==> src/rtl/core/assert_macros.svh <==
// Assertion macros shared by the RTL of the sequence reorder block.
// Depends on nothing; a module includes it where it asserts.
`ifndef ASSERT_MACROS_SVH
`define ASSERT_MACROS_SVH
`ifndef ASSERT_OFF
// Checked property, disabled while reset is held.
`define SSR_ASSERT(lbl, prop) \
  lbl: assert property (@(posedge clk) disable iff (!rst_n) (prop)) \
    else $error("ssr assertion failed");
// Checked property that also holds during reset.
`define SSR_ASSERT_ALWAYS(lbl, prop) \
  lbl: assert property (@(posedge clk) (prop)) \
    else $error("ssr assertion failed");
`else
`define SSR_ASSERT(lbl, prop)
`define SSR_ASSERT_ALWAYS(lbl, prop)
`endif
`endif

==> src/rtl/core/ssr_pkg.sv <==
// Shared types and helpers of the stream sequence reorder block.
// Depends on nothing.
package ssr_pkg;

  // Result status codes.
  typedef enum logic [1:0] {
    STAT_IN_ORDER  = 2'd0,
    STAT_UNORDERED = 2'd1,
    STAT_STALE     = 2'd2,
    STAT_DROPPED   = 2'd3
  } status_t;

  // One result item before the last-of-run mark is known.
  typedef struct packed {
    logic [15:0] ssn;
    logic [3:0]  stream;
    logic [15:0] tag;
    status_t     status;
  } res_t;

  // Serial number arithmetic: a is before b when (a - b) has bit 15 set.
  function automatic logic serial_before(input logic [15:0] a, input logic [15:0] b);
    logic [15:0] d;
    d = a - b;
    return d[15];
  endfunction

endpackage

==> src/rtl/core/stream_sequence_reorder.sv <==
// Per-stream in-order delivery engine with a sorted lobby memory.
// Depends on ssr_pkg and assert_macros.svh.
//
// One item is handled at a time. Each input item reads the stream's expected
// number from a small memory and then walks the lobby memory (one synchronous
// RAM, one read and one write port) one entry at a time, with a read step and
// an evaluate step per entry: inserting shifts the tail up one entry at a time,
// releasing shifts the tail down the same way, and a skip walks the lobby
// twice (stale pass, then run pass). Results leave through an output register
// and a one-deep holding stage; an item closes once its last result has moved
// into the output register, so a receiver that holds off long enough also
// holds off the next item.
`include "assert_macros.svh"

module stream_sequence_reorder
  import ssr_pkg::*;
#(
  parameter int NUM_STREAMS   = 16,
  parameter int LOBBY_ENTRIES = 32,
  parameter int TAG_BITS      = 16
) (
  input  logic        clk,
  input  logic        rst_n,
  input  logic        in_tvalid,
  output logic        in_tready,
  input  logic [39:0] in_tdata,   // stream_id[3:0], ssn_number[19:4], event_tag[35:20]
  input  logic [1:0]  in_tuser,   // func[0], unordered[1]
  output logic        out_tvalid,
  input  logic        out_tready,
  output logic [39:0] out_tdata,  // out_tag[15:0], out_stream[19:16], out_ssn[35:20]
  output logic [1:0]  out_tuser,  // status[1:0]
  output logic        out_tlast   // last_of_run
);

  localparam int LW = $clog2(LOBBY_ENTRIES);
  localparam int CW = $clog2(LOBBY_ENTRIES + 1);

  typedef struct packed {
    logic [TAG_BITS-1:0] handle;
    logic [15:0]         seq;
    logic [3:0]          stream;
  } lentry_t;

  typedef enum logic [11:0] {
    S_IDLE    = 12'b000000000001,
    S_EXP     = 12'b000000000010,
    S_TAIL    = 12'b000000000100,
    S_SCAN_RD = 12'b000000001000,
    S_SCAN_EV = 12'b000000010000,
    S_SH_RD   = 12'b000000100000,
    S_SH_WR   = 12'b000001000000,
    S_PUT     = 12'b000010000000,
    S_WALK_RD = 12'b000100000000,
    S_WALK_EV = 12'b001000000000,
    S_REM_RD  = 12'b010000000000,
    S_REM_WR  = 12'b100000000000
  } state_t;

  // The finish step is folded into a flag so the enum stays compact.
  state_t         st_r, st_nxt;
  logic           fin_r, fin_nxt;
  logic           func_r, unord_r;
  logic [3:0]     sid_r;
  logic [15:0]    ssn_r;
  logic [TAG_BITS-1:0] tag_r;
  logic [15:0]    exp_r, exp_nxt;
  logic [CW-1:0]  cnt_r, cnt_nxt;
  logic [CW-1:0]  idx_r, idx_nxt;
  logic [CW-1:0]  pos_r, pos_nxt;
  logic [CW-1:0]  k_r, k_nxt;
  logic           run_r, run_nxt;
  logic           pend_v_r, pend_v_nxt;
  res_t           pend_r, pend_nxt;
  logic           out_valid_r, out_valid_nxt;
  res_t           out_r, out_nxt;
  logic           out_last_r, out_last_nxt;

  // Lobby memory.
  lentry_t        lb_mem [LOBBY_ENTRIES];
  lentry_t        lb_rd_r;
  logic [LW-1:0]  lb_ra, lb_wa;
  logic           lb_we;
  lentry_t        lb_wd;

  // Expected-number memory with per-entry valid bits for the reset value.
  logic [15:0]    exp_mem [16];
  logic [15:0]    exp_rd_r;
  logic [15:0]    exp_vld_r;
  logic           exp_we;

  logic           in_acc, out_room, can_emit, emit_en, fin_push;
  res_t           emit_res;
  logic [15:0]    exp_cur;
  logic           in_range, walk_hit;

  assign in_tready = (st_r == S_IDLE) && !fin_r;
  assign in_acc    = in_tvalid && in_tready;
  assign out_room  = !out_valid_r || out_tready;
  assign can_emit  = !pend_v_r || out_room;
  assign exp_cur   = exp_vld_r[sid_r] ? exp_rd_r : 16'd0;
  assign in_range  = (32'(sid_r) < NUM_STREAMS);
  assign walk_hit  = run_r ? (lb_rd_r.seq == exp_r) : serial_before(lb_rd_r.seq, exp_r);

  // Sequencer.
  always_comb begin
    st_nxt   = st_r;
    fin_nxt  = fin_r;
    exp_nxt  = exp_r;
    cnt_nxt  = cnt_r;
    idx_nxt  = idx_r;
    pos_nxt  = pos_r;
    k_nxt    = k_r;
    run_nxt  = run_r;
    lb_ra    = idx_r[LW-1:0];
    lb_wa    = idx_r[LW-1:0];
    lb_we    = 1'b0;
    lb_wd    = lb_rd_r;
    exp_we   = 1'b0;
    emit_en  = 1'b0;
    fin_push = 1'b0;
    emit_res = '{ssn: ssn_r, stream: sid_r, tag: 16'(tag_r), status: STAT_IN_ORDER};

    if (fin_r) begin
      // Write back the expected number and close the run.
      exp_we = 1'b1;
      if (!pend_v_r) begin
        fin_nxt = 1'b0;
      end else if (out_room) begin
        fin_push = 1'b1;
        fin_nxt  = 1'b0;
      end
    end else begin
      unique case (st_r)
        S_IDLE: begin
          if (in_acc) st_nxt = S_EXP;
        end
        S_EXP: begin
          exp_nxt = exp_cur;
          lb_ra   = LW'(cnt_r - 1'b1);
          st_nxt  = S_IDLE;
          if (!func_r && unord_r) begin
            emit_en         = 1'b1;
            emit_res.status = STAT_UNORDERED;
            fin_nxt         = 1'b1;
          end else if (!in_range) begin
            fin_nxt = 1'b1;
          end else if (!func_r) begin
            if (ssn_r != exp_cur) begin
              if (cnt_r >= CW'(LOBBY_ENTRIES)) begin
                emit_en         = 1'b1;
                emit_res.status = STAT_DROPPED;
                fin_nxt         = 1'b1;
              end else if (cnt_r == '0) begin
                pos_nxt = '0;
                idx_nxt = '0;
                st_nxt  = S_SH_RD;
              end else begin
                st_nxt = S_TAIL;
              end
            end else begin
              exp_nxt = ssn_r + 16'd1;
              emit_en = 1'b1;
              run_nxt = 1'b1;
              idx_nxt = '0;
              st_nxt  = S_WALK_RD;
            end
          end else if (serial_before(ssn_r, exp_cur)) begin
            fin_nxt = 1'b1;
          end else begin
            exp_nxt = ssn_r + 16'd1;
            run_nxt = 1'b0;
            idx_nxt = '0;
            st_nxt  = S_WALK_RD;
          end
        end
        // Tail shortcut: append when the item sorts after the last entry.
        S_TAIL: begin
          if (sid_r > lb_rd_r.stream ||
              (sid_r == lb_rd_r.stream && serial_before(lb_rd_r.seq, ssn_r))) begin
            pos_nxt = cnt_r;
            idx_nxt = cnt_r;
            st_nxt  = S_SH_RD;
          end else begin
            idx_nxt = '0;
            st_nxt  = S_SCAN_RD;
          end
        end
        S_SCAN_RD: begin
          if (idx_r == cnt_r) begin
            pos_nxt = cnt_r;
            st_nxt  = S_SH_RD;
          end else begin
            st_nxt = S_SCAN_EV;
          end
        end
        S_SCAN_EV: begin
          if (lb_rd_r.stream > sid_r ||
              (lb_rd_r.stream == sid_r && serial_before(ssn_r, lb_rd_r.seq))) begin
            pos_nxt = idx_r;
            idx_nxt = cnt_r;
            st_nxt  = S_SH_RD;
          end else begin
            idx_nxt = idx_r + 1'b1;
            st_nxt  = S_SCAN_RD;
          end
        end
        // Open a hole at the insert position, moving the tail up by one.
        S_SH_RD: begin
          lb_ra = LW'(idx_r - 1'b1);
          st_nxt = (idx_r == pos_r) ? S_PUT : S_SH_WR;
        end
        S_SH_WR: begin
          lb_we   = 1'b1;
          idx_nxt = idx_r - 1'b1;
          st_nxt  = S_SH_RD;
        end
        S_PUT: begin
          lb_we   = 1'b1;
          lb_wa   = pos_r[LW-1:0];
          lb_wd   = '{handle: tag_r, seq: ssn_r, stream: sid_r};
          cnt_nxt = cnt_r + 1'b1;
          st_nxt  = S_IDLE;
          fin_nxt = 1'b1;
        end
        // Release walk: stale pass for a skip, then the consecutive run.
        S_WALK_RD: begin
          if (idx_r >= cnt_r) begin
            if (!run_r) begin
              run_nxt = 1'b1;
              idx_nxt = '0;
            end else begin
              st_nxt  = S_IDLE;
              fin_nxt = 1'b1;
            end
          end else begin
            st_nxt = S_WALK_EV;
          end
        end
        S_WALK_EV: begin
          if (lb_rd_r.stream < sid_r) begin
            idx_nxt = idx_r + 1'b1;
            st_nxt  = S_WALK_RD;
          end else if (lb_rd_r.stream > sid_r || !walk_hit) begin
            if (!run_r) begin
              run_nxt = 1'b1;
              idx_nxt = '0;
              st_nxt  = S_WALK_RD;
            end else begin
              st_nxt  = S_IDLE;
              fin_nxt = 1'b1;
            end
          end else if (can_emit) begin
            emit_en  = 1'b1;
            emit_res = '{ssn: lb_rd_r.seq, stream: sid_r, tag: 16'(lb_rd_r.handle),
                         status: (run_r ? STAT_IN_ORDER : STAT_STALE)};
            if (run_r) exp_nxt = exp_r + 16'd1;
            k_nxt  = idx_r;
            st_nxt = S_REM_RD;
          end
        end
        // Close the gap left by a released entry.
        S_REM_RD: begin
          lb_ra = LW'(k_r + 1'b1);
          if (CW'(k_r + 1'b1) >= cnt_r) begin
            cnt_nxt = cnt_r - 1'b1;
            st_nxt  = S_WALK_RD;
          end else begin
            st_nxt = S_REM_WR;
          end
        end
        S_REM_WR: begin
          lb_we  = 1'b1;
          lb_wa  = k_r[LW-1:0];
          k_nxt  = k_r + 1'b1;
          st_nxt = S_REM_RD;
        end
        default: st_nxt = S_IDLE;
      endcase
    end
  end

  // Holding stage and output register.
  always_comb begin
    pend_v_nxt    = pend_v_r;
    pend_nxt      = pend_r;
    out_nxt       = out_r;
    out_last_nxt  = out_last_r;
    out_valid_nxt = out_valid_r && !out_tready;
    if (emit_en) begin
      if (pend_v_r) begin
        out_nxt       = pend_r;
        out_last_nxt  = 1'b0;
        out_valid_nxt = 1'b1;
      end
      pend_nxt   = emit_res;
      pend_v_nxt = 1'b1;
    end
    if (fin_push) begin
      out_nxt       = pend_r;
      out_last_nxt  = 1'b1;
      out_valid_nxt = 1'b1;
      pend_v_nxt    = 1'b0;
    end
  end

  // Control registers.
  always_ff @(posedge clk) begin
    if (!rst_n) begin
      st_r        <= S_IDLE;
      fin_r       <= 1'b0;
      cnt_r       <= '0;
      pend_v_r    <= 1'b0;
      out_valid_r <= 1'b0;
      exp_vld_r   <= '0;
    end else begin
      st_r        <= st_nxt;
      fin_r       <= fin_nxt;
      cnt_r       <= cnt_nxt;
      pend_v_r    <= pend_v_nxt;
      out_valid_r <= out_valid_nxt;
      if (exp_we) exp_vld_r[sid_r] <= 1'b1;
    end
  end

  // Payload and work registers.
  always_ff @(posedge clk) begin
    if (in_acc) begin
      func_r  <= in_tuser[0];
      unord_r <= in_tuser[1];
      sid_r   <= in_tdata[3:0];
      ssn_r   <= in_tdata[19:4];
      tag_r   <= TAG_BITS'(in_tdata[35:20]);
    end
    exp_r      <= exp_nxt;
    idx_r      <= idx_nxt;
    pos_r      <= pos_nxt;
    k_r        <= k_nxt;
    run_r      <= run_nxt;
    pend_r     <= pend_nxt;
    out_r      <= out_nxt;
    out_last_r <= out_last_nxt;
  end

  // Lobby memory with a registered read port.
  always_ff @(posedge clk) begin
    if (lb_we) lb_mem[lb_wa] <= lb_wd;
    lb_rd_r <= lb_mem[lb_ra];
  end

  // Expected-number memory, read at the incoming item's stream.
  always_ff @(posedge clk) begin
    if (exp_we) exp_mem[sid_r] <= exp_r;
    exp_rd_r <= exp_mem[in_tdata[3:0]];
  end

  assign out_tvalid = out_valid_r;
  assign out_tdata  = {4'd0, out_r.ssn, out_r.stream, out_r.tag};
  assign out_tuser  = out_r.status;
  assign out_tlast  = out_last_r;

  `SSR_ASSERT(a_cnt_bound, cnt_r <= CW'(LOBBY_ENTRIES))
  `SSR_ASSERT(a_idle_no_pend, (st_r == S_IDLE && !fin_r) |-> !pend_v_r)
  `SSR_ASSERT(a_put_grows, (st_r == S_PUT && !fin_r) |=> cnt_r == $past(cnt_r) + 1'b1)
  `SSR_ASSERT(a_emit_safe, (emit_en && pend_v_r) |-> out_room)
  `SSR_ASSERT_ALWAYS(a_state_onehot, $onehot(st_r) || !rst_n)

endmodule
==> config.mk <==
export PLATFORM = sky130hd
export DESIGN_NAME = stream_sequence_reorder
export DESIGN_NICKNAME = d
export VERILOG_FILES = /design/src/rtl/core/ssr_pkg.sv /design/src/rtl/core/stream_sequence_reorder.sv
export VERILOG_INCLUDE_DIRS = /design/src /design/src/rtl/core
export SDC_FILE = /design/constraint.sdc
export NUM_CORES = 2
export LEC_CHECK = 0
export CAP_MARGIN = 0
export CORE_MARGIN = 4
export CORE_UTILIZATION = 45
export CTS_CLUSTER_SIZE = 10
export DETAILED_ROUTE_END_ITERATION = 12
export DONT_BUFFER_PORTS = 1
export GPL_ROUTABILITY_DRIVEN = 0
export SLEW_MARGIN = 10
export SYNTH_ARGS = -nofsm -noshare
export SYNTH_HDL_FRONTEND = slang
export SYNTH_SLANG_ARGS = --single-unit
==> constraint.sdc <==
create_clock -name clk -period 8.7 [get_ports clk]
set_input_delay 1.74 -clock clk [delete_from_list [all_inputs] [get_ports clk]]
set_output_delay 1.74 -clock clk [all_outputs]
set_load 0.02 [all_outputs]
# Word-level counts from Yosys, hierarchy flattened
# Memory sizes are Yosys's and may differ from the RTL's. A register that Yosys moved wholly into a read port is not among the register bits.
# Cells that the tools add are included.
# word_totals
word_cells	250
output_inout_bits	45
in_bits	46
regBits	187
n_memories	2
ram_bits	1408
# op_classes
n_bitwise	3
n_reduce_logical	38
add_sub_neg	11
muxes	122
n_eq_ne	41
order_cmp	8
# mem_list
memory	words	width	read_ports	rd_clocked_by_memory_dff	write_ports	line_no	rtl
lb_mem	32	36	1	1	1	stream_sequence_reorder.sv:79	lentry_t lb_mem [LOBBY_ENTRIES];
exp_mem	16	16	1	1	1	stream_sequence_reorder.sv:86	logic [15:0] exp_mem [16];
# op_table
cell	n
$mux 38	7
$mux 6	27
$mux 16	9
$pmux 12 s11	1
$mux 12	10
$mux 36	3
$sub 16x16->16	4
$mux 1	42
$pmux 6 s6	1
$add 16x1->16 const B	2
$ne 2x2->1 const B	16
$pmux 16 s2	1
$pmux 6 s2	2
$pmux 6 s4	1
$add 6x1->6 const B	3
$mux 9	2
$eq 16x16->1	1
$ne 16x16->1	1
$or 16x16->16	1
$reduce_and 8->1	2
$pmux 5 s3	1
$eq 12x1->1 const B	1
$eq 12x10->1 const B	1
$eq 12x11->1 const B	1
other kinds (47)	83

# Longest topological paths before layout
# depth
ltp_word	11
mapped_depth	19
mapped_depth_nobuf	16

# Worst setup path after synthesis
# Ideal clock, no wire load.
# synth_timing
path_type	reg-to-reg
startpoint	register sid_r[0]
endpoint	register out_r, in the netlist out_tdata[0], enable pin
path_stages_with_launch	18
required_ns	8.254
n_path_buf	2
t_arrival_ns	4.716
period_less_slack_ns	5.162
slack_ns	3.538
setup_ns	0.446
cell_sequence	edfxtp_1 -> buf_2 -> mux4_2 -> nand2_1 -> nand2_1 -> nand2_1 -> o21ai_1 -> clkbuf_1 -> nand2_1 -> ha_1 -> nand4_1 -> nor2_1 -> and3_1 -> nand2_1 -> nand2_1 -> a32o_1 -> o21ai_0 -> a21oi_1
# synth_between
elab_chain_len	11
elab_cells_between_ends	16
classes_between	order compare (2); eq/ne (1); mux (10); reduce/logical (3)
# synth_lines
item	line_no	rtl
start: declaration	stream_sequence_reorder.sv:63	logic [3:0] sid_r;
start signal: assignment	stream_sequence_reorder.sv:330	sid_r <= in_tdata[3:0];
$bmux 1 s4	stream_sequence_reorder.sv:100	assign exp_cur = exp_vld_r[sid_r] ? exp_rd_r : 16'd0;
$mux 1 (implied by the code)	stream_sequence_reorder.sv:100	
$mux 16	stream_sequence_reorder.sv:100	
$ne 16x16->1	stream_sequence_reorder.sv:148	if (ssn_r != exp_cur) begin
$mux 1	stream_sequence_reorder.sv:148	
$mux 1	stream_sequence_reorder.sv:147	end else if (!func_r) begin
$mux 1	stream_sequence_reorder.sv:141	if (!func_r && unord_r) begin
$pmux 1 s2 *	stream_sequence_reorder.sv:133	unique case (st_r)
$mux 1 *	stream_sequence_reorder.sv:123	if (fin_r) begin
$reduce_bool 2->1 (no source line) *	-	
$reduce_and 2->1 (no source line) *	-	
end signal: assignment	stream_sequence_reorder.sv:340	out_r <= out_nxt;
end: declaration	stream_sequence_reorder.sv:75	res_t out_r, out_nxt;
# Mark *: on every way between the ends. The rest lies on a longest branch, timed or not. The select of a mux whose other input is x is not followed.
# A chain may end at the register's enable or synchronous reset.

# Worst setup path after layout
# layout_timing
startpoint	register st_r[0]
endpoint	memory lb_mem[19][35] (netlist name), enable pin
# layout_between
elab_chain_len	6
elab_cells_between_ends	10
classes_between	eq/ne (3); mux (6); reduce/logical (1)
# layout_lines
item	line_no	rtl
start: declaration	stream_sequence_reorder.sv:60	state_t st_r, st_nxt;
start signal: assignment	stream_sequence_reorder.sv:316	st_r <= st_nxt;
$eq 12x12->1 (tied with other cells)	stream_sequence_reorder.sv:133	
$reduce_or 3->1 (no source line)	-	
$mux 1	stream_sequence_reorder.sv:133	
$mux 1	stream_sequence_reorder.sv:123	
$mux 1	stream_sequence_reorder.sv:346	if (lb_we) lb_mem[lb_wa] <= lb_wd;
$mux 1 (implied by the code)	stream_sequence_reorder.sv:346	
end: declaration	stream_sequence_reorder.sv:79	
# Parallel ways exist; a longest one is shown, timed or not.

==> load_flow_metrics.sql <==
INSERT INTO impl_metrics (metric_group, metric, value, unit) VALUES
('status', 'outcome', 'complete, no violations', ''),
('clock_tree', 'resized_gates_after_cts', '0', ''),
('placed_design', 'post_placement_cell_count', '6284', ''),
('setup_path', 'timing.critical_path.buf_inv', '1', ''),
('setup_path', 'startpoint_kind_of_the_worst_setup_timing_path', 'flip-flop', ''),
('setup_path', 'worstPathRequired', '9100', 'ps'),
('cells_and_area', 'layoutNonFillerInstCount', '6620', ''),
('grt', 'gr-usage-all-layers', '22.8', '%'),
('clock_tree', 'clock_insertion_delay_worst_skew', '820', 'ps'),
('timing', 'finalWorstPathRequiredPeriod', '5520', 'ps'),
('clock_tree', 'cts_made_buffers', '185', ''),
('setup_path', 'critical_path_class', 'flip-flop to flip-flop', ''),
('cells_and_area', 'layout-area-overhead-vs-synth', '12.0', '%'),
('clock_tree', 'post_cts.repair.setup_buffers', '0', ''),
('floorplan', 'die_width', '392', 'um'),
('logic_synthesis', 'synth_seq_area_share', '73.2', '%'),
('hold_path', 'timing.hold.worst.class', 'flip-flop to flip-flop', ''),
('grt', 'grt_max_degree', '145', ''),
('job', 'timing.max_cap.violations', '0', ''),
('route', 'routed_via_density', '5.89', ''),
('floorplan', 'design.core.area', '146000', 'um2'),
('grt', 'grt_antenna_before_repair', '4', ''),
('power', 'power.share.clock', '33.8', '%'),
('power', 'p_sw_share', '29.5', '%'),
('timing', 'achievable-frequency', '181', 'MHz'),
('logic_synthesis', 'synth_async_sr_flop_share', '0', '%'),
('cells_and_area', 'multiInputGateArea', '16800', 'um2'),
('route', 'post-route-drc-count', '0', ''),
('route', 'num_vias', '38997', ''),
('logic_synthesis', 'synth_top_flop_cell', 'edfxtp_1', ''),
('logic_synthesis', 'post_synth_inst_count', '4531', ''),
('route', 'wl_per_cell', '26.6', 'um'),
('logic_synthesis', 'synth-edff-count', '1557', ''),
('route', 'drt_iter0_markers', '3999', ''),
('setup_path', 'critPathCaptureType', 'flip-flop', ''),
('clock_tree', 'clk_path_buf_depth', '3', ''),
('setup_path', 'cp-endpoint', 'lb_mem[19][35]', ''),
('timing', 'worstMarginPinSlew', '1260', 'ps'),
('timing', 'setup-violations-final', '0', ''),
('floorplan', 'floorplan_die_area', '154000', 'um2'),
('logic_synthesis', 'ys_warn_count', '0', ''),
('setup_path', 'crit_cells', '8', ''),
('cells_and_area', 'fillCellCount', '12175', ''),
('timing', 'rsz0062_at_grt', 'no', ''),
('setup_path', 'critical_path_launch_point', 'st_r[0]', ''),
('route', 'wl', '176', 'mm'),
('setup_path', 'cp_top_family', 'simple AND/OR/NAND/NOR gates', ''),
('route', 'drtAntennaViolNets', '0', ''),
('logic_synthesis', 'ys_seq_elements', '1647', ''),
('power', 'net-switching-power', '6.21', 'mW'),
('clock_tree', 'clk_sinks', '1647', ''),
('placed_design', 'placement.io_buffers', '0', ''),
('setup_path', 'path_max_fanout', '20', ''),
('setup_path', 'depth_of_the_worst_register_to_register_path', '8', ''),
('setup_path', 'critPathSlowestCell', 'nor2_4', ''),
('placed_design', 'dpl.hpwl', '95.6', 'mm'),
('setup_path', 'critical_path.cell_chain', 'nor4_4, and2_1, and4b_1, a22oi_1, o21ai_0, nand3_1, nor2_4, buf_4', ''),
('timing', 'final-hold-violation-count', '0', ''),
('grt', 'grt_overflow', '0', ''),
('cells_and_area', 'layout.nets', '4682', ''),
('cells_and_area', 'sequential_cell_area', '48600', 'um2'),
('setup_path', 'critical-path-max-stage-delay', '1060', 'ps'),
('clock_tree', 'cts_root_buf', 'clkbuf_16', ''),
('logic_synthesis', 'synth.cell_area', '66300', 'um2'),
('clock_tree', 'cts.clk_slew.worst_paths', '50', 'ps'),
('timing', 'post-route-period-util', '63.4', '%'),
('setup_path', 'reg2reg_from', 'st_r[0]', ''),
('clock_tree', 'cts_max_level', '4', ''),
('timing', 'slew_headroom', '15.9', '%'),
('floorplan', 'vertical_die_dimension', '392', 'um'),
('power', 'p_leak', '24.3', 'nW');
-- per-layer routing --
layer,part of all wire [%],global-route usage [%]
met5,0.16,1.31
met4,2.9,7.31
met2,47,35.9
met3,7.7,4.15
met1,42,32.2
-- through the flow --
stage	worst slack [ps]	util (%)	cell area, um2	power, mW	hold WS, ps
floorplan	3540	-	66300	12.7	400
global placement	3260	47.0	68700	14.0	400
detailed placement	3180	47.0	68700	14.0	405
CTS	3160	50.8	74200	21.1	402
global route	2960	50.8	74200	21.9	416
finish	3180	50.8	74200	21.0	399
-- cells in the mapped netlist (all sizes together) (5+ instances only) --
library cell	number	area, um2
nor4	46	533
nand3	321	1620
a31oi	150	938
o221ai	6	58.8
or3	9	56.3
a211oi	12	90.1
nor3	27	140
a21oi	62	322
nand4	17	106
and4b	5	50.1
a22oi	7	52.6
inv	66	248
a21o	9	67.6
xnor2	45	394
nand2b	12	75.1
o211ai	16	120
a32oi	144	1260
and2	14	87.6
nand2	992	3720
mux2i	153	1530
or2	5	31.3
o21ai	88	448
nor4b	5	62.6
o21a	6	45.0
buf	132	751
nor2	139	542
mux4	84	1890
mux2	41	462
edfxtp	1557	46800
a22o	5	43.8
clkbuf	122	462
xor2	11	96.3
ha	82	1030
and3	11	68.8
dfxtp	90	1800
-- kinds of logic (layout without fill, tap and decap cells) --
kind of cell	Yosys count	after routing	synth area share, %
other cells	1	6	0.00566
flops	1647	1647	73.2
fa+ha+maj	82	82	1.55
simple gates	1616	1616	10.9
mux	278	278	5.86
buf+inv	320	487	2.20
xor+xnor	56	56	0.740
compound gates	531	531	5.56
-- state kept, by name (all words and copies together), names as in the netlist, 12 cells and up --
register and count:
lb_mem 1152, exp_mem 256, pend_r 38, lb_rd_r 36, out_tdata 36, exp_r 16, exp_rd_r 16, exp_vld_r 16
ssn_r 16, tag_r 16, st_r 12
-- power by group through the flow --
stage | registers, mW | logic, mW | clock network, mW
final | 9.94 | 3.97 | 7.11
after floorplan | 9.99 | 2.68 | 0
after global placement | 10.1 | 3.89 | 0
after detailed placement | 10.1 | 3.94 | 0
after CTS | 9.94 | 3.96 | 7.24
after global routing | 9.96 | 4.33 | 7.58
-- how the worst min path moves through the flow --
stage | endpoint | startpoint | slack [ps]
4_1_cts | out_tdata[8] | pend_r[10] | 400
2_1_floorplan | out_tdata[0] | pend_r[2] | 400
3_3_place_gp | out_tdata[4] | pend_r[6] | 400
6_report | out_tdata[8] | pend_r[10] | 400
5_1_grt | out_tdata[8] | pend_r[10] | 420
3_5_place_dp | out_tdata[2] | pend_r[4] | 400
-- cells in the final DEF (no fill, tap or decap), types with 8 or more instances in the layout --
master and n:
nand3_1 318, o21ai_0 64, nand2_1 991, clkbuf_1 127, nor2_1 91, mux2_2 41
nand2b_1 10, clkbuf_16 186, a211oi_1 12, a32oi_1 144, ha_1 82, o21ai_2 11
o211ai_1 16, dfxtp_1 90, nor2_4 44, inv_1 66, edfxtp_1 1557, a31oi_1 150
nor4_1 11, mux2i_1 153, a21oi_1 59, mux4_2 84, and2_1 11, xor2_1 11
nor4_2 32, buf_4 82, and3_1 11, nor3_1 22, nand4_1 17, or3_1 9
xnor2_1 45, a21o_1 9, clkinv_16 8
-- cell type report --
cell class                      count  share of cell area [%]
Antenna cell                        2                 0.00674
Clock buffer                      315                    6.95
Inverter                           66                   0.334
Clock inverter                     19                   0.495
Multi-Input combinational cell   2567                    22.6
Timing Repair Buffer               87                   0.964
Sequential cell                  1647                    65.4
Tap cell                         1917                    3.23
Note: power is estimated with default switching activity, not from simulation.
